[config.mk]
export PLATFORM = sky130hd
export DESIGN_NAME = rhc_fifo
export DESIGN_NICKNAME = d
export VERILOG_FILES = /design/src/sv/assert_macros.svh /design/src/sv/rhc_pkg.sv /design/src/sv/rhc_fifo.sv
export SDC_FILE = /design/constraint.sdc
export NUM_CORES = 1
export LEC_CHECK = 0
export BUFFER_PORTS_ARGS = -buffer_cell sky130_fd_sc_hd__buf_2
export CAP_MARGIN = 5
export CORE_ASPECT_RATIO = 1.1
export CORE_MARGIN = 2
export CORE_UTILIZATION = 25
export DETAILED_ROUTE_END_ITERATION = 12
export SLEW_MARGIN = 20
export SYNTH_ARGS = -nofsm -noshare
export SYNTH_HDL_FRONTEND = slang
export SYNTH_SLANG_ARGS = --single-unit
[constraint.sdc]
create_clock -name clk -period 3.6 [get_ports clk]
set_input_delay 0.36 -clock clk [delete_from_list [all_inputs] [get_ports clk]]
set_output_delay 0.36 -clock clk [all_outputs]
set_load 0.01 [all_outputs]
[src/sv/assert_macros.svh]
// ----------------------------------------------------------------------------
// assertion macros
// shared concurrent assertion forms for the converter
// ----------------------------------------------------------------------------
`ifndef ASSERT_MACROS_SVH
`define ASSERT_MACROS_SVH

`ifndef ASSERT_OFF

// property must hold at every rising clock edge outside reset
`define ASSERT_PROP(label, clk, rst, prop) \
  label: assert property (@(posedge clk) disable iff (rst) prop) \
    else $error("assertion failed");

// expression must never be true outside reset
`define ASSERT_NEVER(label, clk, rst, expr) \
  label: assert property (@(posedge clk) disable iff (rst) !(expr)) \
    else $error("forbidden condition seen");

`else

`define ASSERT_PROP(label, clk, rst, prop)
`define ASSERT_NEVER(label, clk, rst, expr)

`endif

`endif

[src/sv/rhc_pkg.sv]
// ----------------------------------------------------------------------------
// rhc_pkg
// shared types and constants of the colour converter
// ----------------------------------------------------------------------------
`timescale 1ns / 1ps

package rhc_pkg;

  localparam int FRAC_BITS_DEF = 16;

  // queue between front and back
  localparam int FIFO_DEPTH = 4;
  localparam int FIFO_AW    = 2;
  localparam int FIFO_CW    = 3;

  // conversion selector codes: source*3 + target
  localparam logic [3:0] FN_RGB_RGB = 4'd0;
  localparam logic [3:0] FN_RGB_HSV = 4'd1;
  localparam logic [3:0] FN_RGB_CMY = 4'd2;
  localparam logic [3:0] FN_HSV_RGB = 4'd3;
  localparam logic [3:0] FN_HSV_HSV = 4'd4;
  localparam logic [3:0] FN_HSV_CMY = 4'd5;
  localparam logic [3:0] FN_CMY_RGB = 4'd6;
  localparam logic [3:0] FN_CMY_HSV = 4'd7;
  localparam logic [3:0] FN_CMY_CMY = 4'd8;

  typedef enum logic [1:0] {
    OP_COPY,
    OP_TO_HSV,
    OP_FROM_HSV
  } op_t;

  typedef struct packed {
    op_t        op;
    logic [1:0] base;    // hue base in thirds of a turn (0, 2/6, 4/6)
    logic       neg;     // hue offset is negative
    logic       inv;     // complement results (cmy target)
    logic [2:0] sector;
    logic       zero;    // zero chroma or zero saturation
  } ctrl_t;

  typedef struct packed {
    logic               full;
    logic               empty;
    logic [FIFO_CW-1:0] count;
  } fifo_stat_t;

endpackage

[src/sv/rhc_fifo.sv]
// ----------------------------------------------------------------------------
// rhc_fifo
// short queue that decouples the front from the back end
// ----------------------------------------------------------------------------
`timescale 1ns / 1ps

module rhc_fifo import rhc_pkg::*; #(
  parameter int DW = 8
) (
  input  logic          clk,
  input  logic          rst,
  input  logic          push,
  input  logic [DW-1:0] din,
  input  logic          pop,
  output logic [DW-1:0] dout,
  output fifo_stat_t    stat
);

  logic [DW-1:0]      mem [0:FIFO_DEPTH-1];
  logic [FIFO_AW-1:0] wptr, rptr;
  logic [FIFO_CW-1:0] count;

  always_ff @(posedge clk) begin
    if (push) begin
      mem[wptr] <= din;
    end
  end

  always_ff @(posedge clk) begin
    if (rst) begin
      wptr  <= '0;
      rptr  <= '0;
      count <= '0;
    end else begin
      if (push) wptr <= wptr + 1'b1;
      if (pop) rptr <= rptr + 1'b1;
      count <= count + FIFO_CW'(push) - FIFO_CW'(pop);
    end
  end

  assign dout       = mem[rptr];
  assign stat.count = count;
  assign stat.empty = (count == '0);
  assign stat.full  = (count == FIFO_CW'(FIFO_DEPTH));

endmodule

== After elaboration in Yosys (flattened, before gate mapping) ==
Memory sizes are Yosys's and may differ from the RTL's. A register that Yosys moved wholly into a read port is not among the register bits.
Index checks and enable logic that the tools add are counted.

* Memories kept: 1
* Bits in registers: 7
* Logic and storage cells: 14
* RAM bits: 32
* Output and inout port bits: 13

{| class="wikitable"
|+ Memories
! memory !! depth !! bits a word !! read ports !! clocked after Yosys merged registers in !! wr ports !! line !! text
|-
| mem || 4 || 8 || 1 || 1 || 1 || rhc_fifo.sv:19 || <nowiki>logic [DW-1:0] mem [0:FIFO_DEPTH-1];</nowiki>
|}

* Equal/unequal tests: 1
* Reductions and logical operators: 1
* Add/subtract/negate cells: 4
* Muxes and demuxes: 4

{| class="wikitable"
|+ Operators by type and width
! kind !! count
|-
| $add 2x1->2 const B || 2
|-
| $mux 2 || 2
|-
| $add 3x1->3 || 1
|-
| $eq 3x3->1 const B || 1
|-
| $logic_not 3->1 || 1
|-
| $sub 3x1->3 || 1
|-
| $mux 1 || 2
|}

== Longest topological paths before layout ==
* Word-level depth: 3
* Mapped depth: 7

== Least setup slack after synthesis ==
OpenSTA, ideal clock, no wires.

* Path kind: flip-flop to flip-flop
* Start point: register count[0]
* End point: register count[2]
* Data required time: 3.490 ns
* Data arrival time: 1.484 ns
* Path buffers: 0
* Path slack: 2.005 ns
* Cell stages (with the launch flop): 8
* Clock period less this slack: 1.595 ns
* Cells stage by stage: dfxtp_1 -> inv_1 -> ha_1 -> inv_1 -> ha_1 -> fa_1 -> xor3_1 -> nor2_1

* Cells in the longest elaborated chain, start to end: 2

{| class="wikitable"
|+ Ends and longest elaborated chain
! element !! line !! text
|-
| from (decl) || rhc_fifo.sv:21 || <nowiki>logic [FIFO_CW-1:0] count;</nowiki>
|-
| from (signal assigned) || rhc_fifo.sv:37 || <nowiki>count <= count + FIFO_CW'(push) - FIFO_CW'(pop);</nowiki>
|-
| $add 3x1->3 || rhc_fifo.sv:37 ||
|-
| $sub 3x1->3 || rhc_fifo.sv:37 ||
|}

No other way between the ends.
A chain may end at the register's enable or synchronous reset.

==> impl_metrics.csv <==
group,metric,value,unit
clock_tree,cts.htree.levels,2,
detailed_routing,avgRoutedWirePerCell,13.3,um
timing,fmax,484,MHz
timing,setup_viol_count_final,0,
floorplanning,core_area,0.00616,mm^2
yosys,ys_types,19,
pwr,leakage,0.689,nW
timing,worst_slew_pin_slew,572,ps
clock_tree,clock_latency,280,ps
clock_tree,cts_setup_buffers,0,
critical_path,critPathMaxFanout,8,
pwr,ir_worst_vdd,354,uV
final_layout,fillerInstances,638,
timing,skew,5.20,ps
yosys,synth_ff_type,"edfxtp_1",
clock_tree,postCtsHoldBufs,0,
timing,fin_crit,2070,ps
clock_tree,cts_sinks,41,
detailed_routing,vias,792,
critical_path,critPathRequiredTime,3240,ps
final_layout,nNetsFinal,132,
place,preCtsSetupSlack,1780,ps
critical_path,cp_data_arrival_time,1710,ps
global_route,overflow,0,
yosys,synth_top_family_by_area,"multiplexers",
yosys,synth.area.mux_share,11.9,%
detailed_routing,vias_per_cell,4.08,
pwr,p_per_area,536,mW/mm^2
yosys,syn_area,0.00160,mm^2
pwr,sw_frac_of_total,22.7,%
yosys,ys_seq_area_share,71.5,%
final_layout,final_cell_mix,"32 x edfxtp_1, 24 x buf_2, 9 x dfxtp_1",
floorplanning,start_util,25.9,%
critical_path,start_kind,"register",
timing,slew_headroom,61.8,%
place,gp_congestion,0.719,
timing,setup_slack,1530,ps
floorplanning,io_pins,25,
detailed_routing,postRouteWirelength,2.59,mm
job,cap_violations,0,
critical_path,endpoint_kind,"output port",
yosys,synthSimpleGateAreaFrac,4.70,%
timing,rsz0062_at_grt,"false",
final_layout,final_common_cell,"edfxtp_1",
critical_path,critPathKind,"reg -> out",
pwr,power_frac_comb,15.2,%
yosys,synth_xor_area_share,2.59,%
global_route,grt_pass1_vias,838,
yosys,synth_edf_count,32,
global_route,antenna_found_initial,0,
pwr,clkPwrFrac,28.6,%
timing,final_hold_viol_count,0,
clock_tree,cts_tree,"yes",
yosys,synthesis.nets,103,
pwr,power_switching,0.230,mW
yosys,avgSynthCellArea,19.0,um^2
global_route,track_usage,7.94,%
floorplanning,die_y,87.8,um
yosys,netlist_instances,84,
yosys,ys_warn_count,0,
place,dpl.hpwl,1.91,mm
floorplanning,die_w,80.2,um
detailed_routing,drt-initial-drc-count,19,
clock_tree,cts-resized-gates,0,
clock_tree,clk_pin_slew_worst_paths,70,ps
timing,period_share,57.4,%
detailed_routing,drt_pass1_iterations,4,
detailed_routing,drc,0,
clock_tree,clock_path_buffers,2,
status,status,"finished clean",
yosys,ys_ff_latch,41,
timing,tns,0,ps
final_layout,syn2layout_area_growth,18.4,%
yosys,synth_compound_area_share,0.940,%
yosys,synth-adder-area-share,5.96,%
pwr,pwr-share-seq,56.2,%
worst_hold_path,worstHoldPathType,"in -> reg",
pwr,p_int,0.783,mW
final_layout,drive_above_1_share,34.2,%
detailed_routing,final_antenna_net_count,0,
floorplanning,fp-row-count,30,
place,io_buffers,24,
global_route,grt_pass1_wl,4.04,mm
floorplanning,dieArea,0.00704,mm^2
timing,slew_viol_final,0,
clock_tree,clock-root-buffer,"clkbuf_8",
final_layout,num_antenna_cells,0,
yosys,async_flop_share,0,%
global_route,grt_max_degree,13,
clock_tree,cts-buffers-inserted,5,
[cell type report]
type                    instances  area (um^2)  share of cell area [%]
clock buffers                   8         90.1                    4.77
inverters                       6         22.5                    1.19
multi-input cells              35          417                    22.0
flip-flops and latches         41         1140                    60.4
well taps                      80          100                    5.29
repair buffers                 24          120                    6.35
[state kept, by name (all words and copies together) (netlist names), named ones only]
register  cells
mem          32
rptr          2
wptr          2
count         3
[routing by layer]
layer | up-vias | wire, um | GRT usage, %
li1 | 367 | - | -
met1 | 399 | 1010 | 8.31
met2 | 24 | 1410 | 14.7
met3 | 2 | 153 | 3.40
met4 | 0 | 15 | 1.85
met5 | - | 0 | 0
[per-stage QoR]
step | hold slack, ps | cells | cell area [um^2] | total power, mW | utilization (%)
2_1_floorplan | 432 | 84 | 1600 | 0.675 | -
6_report | 294 | 194 | 1890 | 1.01 | 30.7
3_3_place_gp | 518 | 186 | 1800 | 0.726 | 29.2
3_5_place_dp | 544 | 186 | 1800 | 0.738 | 29.2
4_1_cts | 282 | 194 | 1890 | 1.03 | 30.7
5_1_grt | 286 | 194 | 1890 | 1.06 | 30.7
[synthesized netlist by cell type, types with 2 or more instances]
master | number | area, um^2
nor2_1 | 5 | 18.8
ha_1 | 6 | 75.1
and2_1 | 4 | 25.0
mux4_2 | 8 | 180
edfxtp_1 | 32 | 961
nor2b_1 | 2 | 12.5
xnor2_1 | 2 | 17.5
dfxtp_1 | 9 | 180
inv_1 | 6 | 22.5
[power groups by stage]
stage | logic (mW) | registers (mW) | clock network [mW]
after floorplan | 0.103 | 0.572 | 0
after global placement | 0.150 | 0.576 | 0
after detailed placement | 0.157 | 0.581 | 0
after global routing | 0.172 | 0.574 | 0.318
after CTS | 0.158 | 0.570 | 0.300
final | 0.154 | 0.569 | 0.290
[worst max-delay path: stages, from the launching register on]
cell,delay (ps)
dfxtp_1,680
mux4_2,580
buf_2,160
[final timing paths]
kind	from	endpoint	slack, ps	depth (start not counted)
setup / recovery	register	dout[4]	1530	2
setup reg to reg	count[0]$_SDFF_PP0_	count[2]$_SDFF_PP0_	1950	7
hold / removal	din[6]	mem[1][6]$_DFFE_PP_	290	1
hold reg to reg	wptr[1]$_SDFFE_PP0P_	wptr[1]$_SDFFE_PP0P_	550	2
[cells by family after synthesis]
kind of cell,Yosys count
flip-flops,41
AO/OA/AOI/OAI,2
adder cells (fa/ha/maj),7
AND/OR/NAND/NOR,14
XOR/XNOR,3
buffers and inverters,8
multiplexers,9
(Power assumes the default switching activity.)
