### src/sv/assert_macros.svh
// ----------------------------------------------------------------------------
// assertion macros
// shared concurrent assertion forms for the converter
// ----------------------------------------------------------------------------
`ifndef ASSERT_MACROS_SVH
`define ASSERT_MACROS_SVH

`ifndef ASSERT_OFF

// property must hold at every rising clock edge outside reset
`define ASSERT_PROP(label, clk, rst, prop) \
  label: assert property (@(posedge clk) disable iff (rst) prop) \
    else $error("assertion failed");

// expression must never be true outside reset
`define ASSERT_NEVER(label, clk, rst, expr) \
  label: assert property (@(posedge clk) disable iff (rst) !(expr)) \
    else $error("forbidden condition seen");

`else

`define ASSERT_PROP(label, clk, rst, prop)
`define ASSERT_NEVER(label, clk, rst, expr)

`endif

`endif

### src/sv/rhc_pkg.sv
// ----------------------------------------------------------------------------
// rhc_pkg
// shared types and constants of the colour converter
// ----------------------------------------------------------------------------
`timescale 1ns / 1ps

package rhc_pkg;

  localparam int FRAC_BITS_DEF = 16;

  // queue between front and back
  localparam int FIFO_DEPTH = 4;
  localparam int FIFO_AW    = 2;
  localparam int FIFO_CW    = 3;

  // conversion selector codes: source*3 + target
  localparam logic [3:0] FN_RGB_RGB = 4'd0;
  localparam logic [3:0] FN_RGB_HSV = 4'd1;
  localparam logic [3:0] FN_RGB_CMY = 4'd2;
  localparam logic [3:0] FN_HSV_RGB = 4'd3;
  localparam logic [3:0] FN_HSV_HSV = 4'd4;
  localparam logic [3:0] FN_HSV_CMY = 4'd5;
  localparam logic [3:0] FN_CMY_RGB = 4'd6;
  localparam logic [3:0] FN_CMY_HSV = 4'd7;
  localparam logic [3:0] FN_CMY_CMY = 4'd8;

  typedef enum logic [1:0] {
    OP_COPY,
    OP_TO_HSV,
    OP_FROM_HSV
  } op_t;

  typedef struct packed {
    op_t        op;
    logic [1:0] base;    // hue base in thirds of a turn (0, 2/6, 4/6)
    logic       neg;     // hue offset is negative
    logic       inv;     // complement results (cmy target)
    logic [2:0] sector;
    logic       zero;    // zero chroma or zero saturation
  } ctrl_t;

  typedef struct packed {
    logic               full;
    logic               empty;
    logic [FIFO_CW-1:0] count;
  } fifo_stat_t;

endpackage

### src/sv/rhc_if.sv
// ----------------------------------------------------------------------------
// rhc_if
// valid/ready stream interfaces for pixel words in and out
// ----------------------------------------------------------------------------
`timescale 1ns / 1ps

interface rhc_in_if import rhc_pkg::*; #(parameter int W = FRAC_BITS_DEF + 1);
  logic         valid;
  logic         ready;
  logic [3:0]   func;
  logic [W-1:0] comp_a;
  logic [W-1:0] comp_b;
  logic [W-1:0] comp_c;

  modport source (output valid, func, comp_a, comp_b, comp_c, input ready);
  modport sink (input valid, func, comp_a, comp_b, comp_c, output ready);
endinterface


### src/sv/rhc_front.sv
// ----------------------------------------------------------------------------
// rhc_front
// accepts pixel words, saturates and classifies them for the back end
// ----------------------------------------------------------------------------
`timescale 1ns / 1ps

module rhc_front import rhc_pkg::*; #(
  parameter int FRAC_BITS = FRAC_BITS_DEF
) (
  rhc_in_if.sink                pix_in,
  input  logic                  full,
  output logic                  push,
  output ctrl_t                 ctrl,
  output logic [FRAC_BITS:0]    d0,
  output logic [FRAC_BITS:0]    d1,
  output logic [FRAC_BITS:0]    d2
);

  localparam int W  = FRAC_BITS + 1;
  localparam int HW = FRAC_BITS + 3;
  localparam logic [W-1:0] ONE = {1'b1, {FRAC_BITS{1'b0}}};

  logic [W-1:0]  a, b, c;
  logic          cmy_src;
  logic [W-1:0]  r, g, bl;
  logic [W-1:0]  mx, mn, delta;
  logic [1:0]    sel;
  logic [W-1:0]  x1, x2;
  logic          neg;
  logic [W-1:0]  mag;
  logic [W-1:0]  h;
  logic [HW-1:0] h6;

  assign pix_in.ready = !full;
  assign push         = pix_in.valid && !full;

  assign a = (pix_in.comp_a > ONE) ? ONE : pix_in.comp_a;
  assign b = (pix_in.comp_b > ONE) ? ONE : pix_in.comp_b;
  assign c = (pix_in.comp_c > ONE) ? ONE : pix_in.comp_c;

  // rgb view for the to-hsv path
  assign cmy_src = (pix_in.func == FN_CMY_HSV);
  assign r  = cmy_src ? ONE - a : a;
  assign g  = cmy_src ? ONE - b : b;
  assign bl = cmy_src ? ONE - c : c;

  always_comb begin
    mx = r;
    mn = r;
    if (g > mx) mx = g;
    if (bl > mx) mx = bl;
    if (g < mn) mn = g;
    if (bl < mn) mn = bl;
    // red wins ties, then green
    if (r == mx) begin
      sel = 2'd0;
      x1  = g;
      x2  = bl;
    end else if (g == mx) begin
      sel = 2'd1;
      x1  = bl;
      x2  = r;
    end else begin
      sel = 2'd2;
      x1  = r;
      x2  = g;
    end
  end

  assign delta = mx - mn;
  assign neg   = x1 < x2;
  assign mag   = neg ? x2 - x1 : x1 - x2;

  // hue of one wraps to zero, then scale by six
  assign h  = (a == ONE) ? '0 : a;
  assign h6 = (HW'(h) << 2) + (HW'(h) << 1);

  always_comb begin
    ctrl = '{op: OP_COPY, base: 2'd0, neg: 1'b0, inv: 1'b0, sector: 3'd0, zero: 1'b0};
    d0   = '0;
    d1   = '0;
    d2   = '0;
    case (pix_in.func)
      FN_RGB_RGB, FN_HSV_HSV, FN_CMY_CMY: begin
        d0 = a;
        d1 = b;
        d2 = c;
      end
      FN_RGB_CMY, FN_CMY_RGB: begin
        d0 = ONE - a;
        d1 = ONE - b;
        d2 = ONE - c;
      end
      FN_RGB_HSV, FN_CMY_HSV: begin
        ctrl.op   = OP_TO_HSV;
        ctrl.base = sel;
        ctrl.neg  = neg;
        ctrl.zero = (delta == '0);
        d0 = delta;
        d1 = mx;
        d2 = mag;
      end
      FN_HSV_RGB, FN_HSV_CMY: begin
        ctrl.op     = OP_FROM_HSV;
        ctrl.inv    = (pix_in.func == FN_HSV_CMY);
        ctrl.sector = h6[FRAC_BITS+2:FRAC_BITS];
        ctrl.zero   = (b == '0);
        d0 = c;
        d1 = b;
        d2 = W'(h6[FRAC_BITS-1:0]);
      end
      default: begin
        d0 = '0;
      end
    endcase
  end

endmodule

### src/flat_wrapper.sv
// flat-port wrapper written by rule: the top's interface ports become plain ports
module rhc_front_flat import rhc_pkg::*;
#(
  parameter int FRAC_BITS = FRAC_BITS_DEF
)
  (full, push, ctrl, d0, d1, d2, pix_in_valid, pix_in_func, pix_in_comp_a, pix_in_comp_b, pix_in_comp_c, pix_in_ready);
  rhc_in_if pix_in_i ();
  input  logic full;
  output logic push;
  output ctrl_t ctrl;
  output logic [FRAC_BITS:0] d0;
  output logic [FRAC_BITS:0] d1;
  output logic [FRAC_BITS:0] d2;
  input wire logic [$bits(pix_in_i.valid)-1:0] pix_in_valid;
  input wire logic [$bits(pix_in_i.func)-1:0] pix_in_func;
  input wire logic [$bits(pix_in_i.comp_a)-1:0] pix_in_comp_a;
  input wire logic [$bits(pix_in_i.comp_b)-1:0] pix_in_comp_b;
  input wire logic [$bits(pix_in_i.comp_c)-1:0] pix_in_comp_c;
  output wire logic [$bits(pix_in_i.ready)-1:0] pix_in_ready;
  assign pix_in_i.valid = pix_in_valid;
  assign pix_in_i.func = pix_in_func;
  assign pix_in_i.comp_a = pix_in_comp_a;
  assign pix_in_i.comp_b = pix_in_comp_b;
  assign pix_in_i.comp_c = pix_in_comp_c;
  assign pix_in_ready = pix_in_i.ready;
  rhc_front #(.FRAC_BITS(FRAC_BITS)) u_core (.pix_in(pix_in_i), .full(full), .push(push), .ctrl(ctrl), .d0(d0), .d1(d1), .d2(d2));
endmodule
### config.mk
export PLATFORM = sky130hd
export DESIGN_NAME = rhc_front_flat
export DESIGN_NICKNAME = d
export VERILOG_FILES = /design/src/sv/assert_macros.svh /design/src/sv/rhc_pkg.sv /design/src/sv/rhc_if.sv /design/src/sv/rhc_front.sv /design/src/flat_wrapper.sv
export SDC_FILE = /design/constraint.sdc
export NUM_CORES = 1
export LEC_CHECK = 0
export BUFFER_PORTS_ARGS = -buffer_cell sky130_fd_sc_hd__buf_2
export CAP_MARGIN = 0
export CORE_MARGIN = 2
export CORE_UTILIZATION = 60
export DETAILED_ROUTE_END_ITERATION = 8
export MAX_ROUTING_LAYER = met4
export PLACE_DENSITY_LB_ADDON = 0.3
export SETUP_SLACK_MARGIN = 0.3
export SLEW_MARGIN = 20
export SYNTH_ARGS = -nofsm -noshare
export SYNTH_HDL_FRONTEND = slang
export SYNTH_SLANG_ARGS = --single-unit
### constraint.sdc
create_clock -name vclk -period 29.3
set_clock_uncertainty 0.05 [all_clocks]
set_input_delay 8.79 -clock vclk [all_inputs]
set_output_delay 8.79 -clock vclk [all_outputs]
set_load 0.1 [all_outputs]
# After elaboration in Yosys (flattened, before gate mapping)
# Cells that the tools add are included.
# word_totals
register_bits	0
latch_bits	0
mem_bits_rw	0
romBits	0
input_bits	57
out_inout_bits	63
elab_cells	61
memories	0
# op_classes
n_addsub	7
mul	0
div_mod_pow	0
magnitude_cmp	8
eq_ne	11
n_shift	0
muxes	25
bitwise	0
n_reduce_logical	10
# ops
op	count
2-to-1 mux 17 bit	16
one-hot mux 17 bit (4 select lines)	2
> comparator 17 bit, second input constant	3
< comparator 17 bit	3
one-hot mux 17 bit (3 select lines)	1
subtractor 17 bit	3
subtractor 17 bit, first input constant	3
== test 17 bit	2
> comparator 17 bit	2
zero test 17 bit	2
adder 19 x 18 -> 19 bit	1
== test 17 bit, second input constant	1
== test 4 x 3 -> 1 bit, second input constant	4
== test 4 x 2 -> 1 bit, second input constant	2
OR reduction 2 bit	3
OR reduction 5 bit	1
== test 4 x 1 -> 1 bit, second input constant	1
== test 4 bit, second input constant	1
zero test 4 bit	1
2-to-1 mux 2 bit	2
2-to-1 mux 4 bit	1
one-hot mux 2 bit (2 select lines)	1
2-to-1 mux 3 bit	1
OR reduction 3 bit	1
3 further kinds	3

# Depth between registers and ports, before layout
# logic_depth
word_depth	14
mapped_depth	54
mapped_depth_nobuf	46

# Worst setup path after synthesis
# Ideal clock, no wire load.
# synth_timing
path_kind	in2out
startpoint	in pix_in_comp_b[7]
endpoint	out d2[12]
arrival_ns	22.263
required_ns	20.460
slack_ns	-1.803
stages	51
path_buffers	7
cell_sequence	clkbuf_1 -> or4_4 -> buf_6 -> or4_4 -> o21ai_2 -> nand2_1 -> ha_1 -> clkbuf_1 -> inv_1 -> nand2_1 -> o211a_1 -> nor2_1 -> ha_1 -> a211oi_1 -> o21ai_0 -> a2111oi_0 -> a211oi_1 -> o31ai_1 -> [... 15 more ...] -> o211ai_1 -> buf_6 -> buf_4 -> mux2i_1 -> mux2_2 -> ha_1 -> nor2b_1 -> o21ai_0 -> a21boi_0 -> o21ai_0 -> a21boi_0 -> o31ai_1 -> a31oi_1 -> o21ai_0 -> nand2_1 -> and3b_1 -> o31a_1 -> o311ai_0
# synth_between
elab_chain_len	14
elab_cells_between_ends	19
cone_classes	add/sub: 3; order compare: 4; eq/ne: 2; mux: 10
# synth_rtl
item	line	rtl
start: declaration	flat_wrapper.sv:17	input wire logic [$bits(pix_in_i.comp_b)-1:0] pix_in_comp_b;
> comparator 17 bit	rhc_front.sv:38	assign b = (pix_in.comp_b > ONE) ? ONE : pix_in.comp_b;
2-to-1 mux 17 bit (*)	rhc_front.sv:38	
subtractor 17 bit	rhc_front.sv:44	assign g = cmy_src ? ONE - b : b;
2-to-1 mux 17 bit (*)	rhc_front.sv:44	
> comparator 17 bit	rhc_front.sv:50	if (g > mx) mx = g;
2-to-1 mux 17 bit	rhc_front.sv:50	
> comparator 17 bit	rhc_front.sv:51	if (bl > mx) mx = bl;
2-to-1 mux 17 bit	rhc_front.sv:51	
== test 17 bit	rhc_front.sv:59	end else if (g == mx) begin
2-to-1 mux 17 bit	rhc_front.sv:59	
2-to-1 mux 17 bit	rhc_front.sv:55	if (r == mx) begin
subtractor 17 bit or < comparator 17 bit (tied branches)	rhc_front.sv:72, rhc_front.sv:71	
2-to-1 mux 17 bit (*)	rhc_front.sv:72	assign mag = neg ? x2 - x1 : x1 - x2;
one-hot mux 17 bit (4 select lines) (*)	rhc_front.sv:83	case (pix_in.func)
end: declaration	flat_wrapper.sv:13	output logic [FRAC_BITS:0] d2;
# Every way passes the cells marked *; elsewhere a longest branch is shown, timed or not.

# Worst setup path in the final report
# layout_timing
startpoint	in pix_in_comp_b[5]
endpoint	out d2[12]
# The elaborated chain is that of the path after synthesis.

==> flow_summary.toml <==
[status]
outcome = "complete, no violations"

[global_routing]
grt_max_degree = 65
grt_pass1_wl_um = 74300
grt_pass1_vias = 13000
grt_overflow = 0
antenna_found_initial = 0
grtUsageTotal = 0.494

[power]
p_int_w = 0.000318
pwr_density_cell_nw_per_um2 = 73.0
leakage_nw = 5.68
pwr-share-seq = 0
peakVddDrop_uv = 92.6
power.switching_w = 0.000588
switching_share = 0.649
pwr-share-clk = 0
p_total_w = 0.000906
p_comb_frac = 1.000

[clocking]
cts-hold-fix-buffers = 0

[critical_path]
worst-path-buf-inv = 6
startpoint_type = "input pin"
cpPeakStageDelay_ns = 0.60
cp_top_family = "compound AO/OA/AOI/OAI gates"
cp_data_required_time_ns = 20.46
worstSetupPathType = "in2out"
crit_slowest_cell = "or4_4"
crit_arrival_ns = 19.61
worst_setup_path_end_kind = "output port"
worstPathMaxFanout = 36

[detailed_routing]
vias = 14100
wl_per_cell_um = 25.1
highest_layer = "met4"
ant_nets = 0
wl_met3_um = 6660
viasPerCell = 7.23
wl_met2_um = 19900
wl_met1_um = 18000
drcViolationCount = 0
drtPass1Iterations = 6
drt_first_iter_violations = 1991
drt-total-wl_um = 49000

[synthesis]
yosys.area.top_type = "ha_1"
synthXorXnorAreaFrac = 0.0928
synth_nets = 1825
synth_cell_types = 96
yosys.area_share.adder = 0.144
synthTopCellsByArea = "ha_1 (14%), a21oi_1 (7.5%), xnor2_1 (6.5%)"
synth_simple_gate_area_frac = 0.235
syn-instance-count = 1645
yosysWarnings = 0
synth_area_sq_um = 10900
synth_seq_area_share = 0
synth_top_family_by_area = "compound AO/OA/AOI/OAI gates"
avgSynthCellArea_sq_um = 6.64
synth-compound-area-share = 0.342
synthMuxAreaShare = 0.113
synth_top_area_frac = 0.136

[floorplanning]
initial_utilization = 0.610
die_h_um = 139
ioPinCount = 120
die_w_um = 139
core_sq_um = 17900
die-area_sq_um = 19300
num_rows = 49

[final_layout]
layout_common_cells = "a21oi_1 (163), nor2_1 (157), nand2_1 (151), o21ai_0 (119), ha_1 (118)"
clock_buffers = 0
diodes = 0
nets = 1908
seqCellArea_sq_um = 0
nFlopsAndLatches = 0
nFillCells = 1582
layout_commonest_cell = "a21oi_1"
drive_gt1_frac = 0.177
final_cells = 1955
final_core_util = 0.693
area_growth_pct = 13.7

[timing]
worst_slew_pin_slew_ns = 1.25
period_share = 0.971
slew_violations = 0
setup_tns_ns = 0
setup_viol = 0
max_slew_margin = 0.168
final_hold_viol_count = 0
rsz0062_at_grt = "no"
fmax_ghz = 0.0352
period_minus_slack_ns = 28.45

[job]
maxCapViolations = 0

[place]
dp.cells = 1950
port-buffer-count = 120
dp_hpwl_um = 37700
gp_congestion = 1.20

[min_path]
hold_class = "in2out"
cell usage after synthesis, types with 12 or more instances:
cell type and n:
a21o_1 47, nand3_1 26, a221o_1 12, nand2_1 152, xor2_1 31, o21bai_1 18
o221ai_1 16, nand4_1 18, and3_1 13, a31oi_1 23, a221oi_1 13, mux2_2 32
o21ai_0 130, buf_2 15, a21oi_1 163, clkbuf_1 82, xnor2_1 81, nor2_1 159
nor4_1 20, buf_1 12, nand2b_1 15, inv_1 63, nor3_1 43, mux2i_1 64
nor2b_1 23, and2_1 12, ha_1 119, a22oi_1 17
timing repair:
action	in CTS	in global routing
gates resized for setup	0	33
endpoints found under the setup margin	0	17
buffers inserted	0	5
final cells by class:
type               count  area (sq um)  area share
inverters             75           294      0.0237
multi-input cells   1454         10300       0.828
well taps            229           287      0.0231
repair buffers       197          1550       0.125
power by group through the flow:
stage | sequential [W] | combinational [W] | clock (W)
after floorplan | 0 | 0.000625 | 0
after global placement | 0 | 0.000854 | 0
after detailed placement | 0 | 0.000856 | 0
after CTS | 0 | 0.000862 | 0
after global routing | 0 | 0.000952 | 0
final | 0 | 0.000906 | 0
per-layer routing:
metal  track usage  vias up
li1              -     6264
met1         0.626     6349
met2         0.719     1204
met3        0.0950      318
met4         0.312        0
met5             -        -
path summary, 6_finish.rpt:
kind	slack [ns]	from	endpoint	depth (start not counted)
max	0.85	pix_in_comp_b[5]	d2[12]	49
min	17.93	full	pix_in_ready	3
cells by family after synthesis:
kind of cell	after synthesis
AO/OA/AOI/OAI	569
AND/OR/NAND/NOR	534
buffers and inverters	191
adder cells (fa/ha/maj)	123
XOR/XNOR	114
multiplexers	114
per-stage QoR:
step           worst slack (ns)  cell area [sq um]  hold WS, ns
2_1_floorplan             0.304              11000        17.86
3_3_place_gp              0.884              12200        17.92
3_5_place_dp              0.693              12200        17.93
4_1_cts                   0.639              12200        17.93
5_1_grt                   0.275              12400        17.94
6_report                  0.851              12400        17.93
No activity file was read; power rests on OpenSTA's default activity.
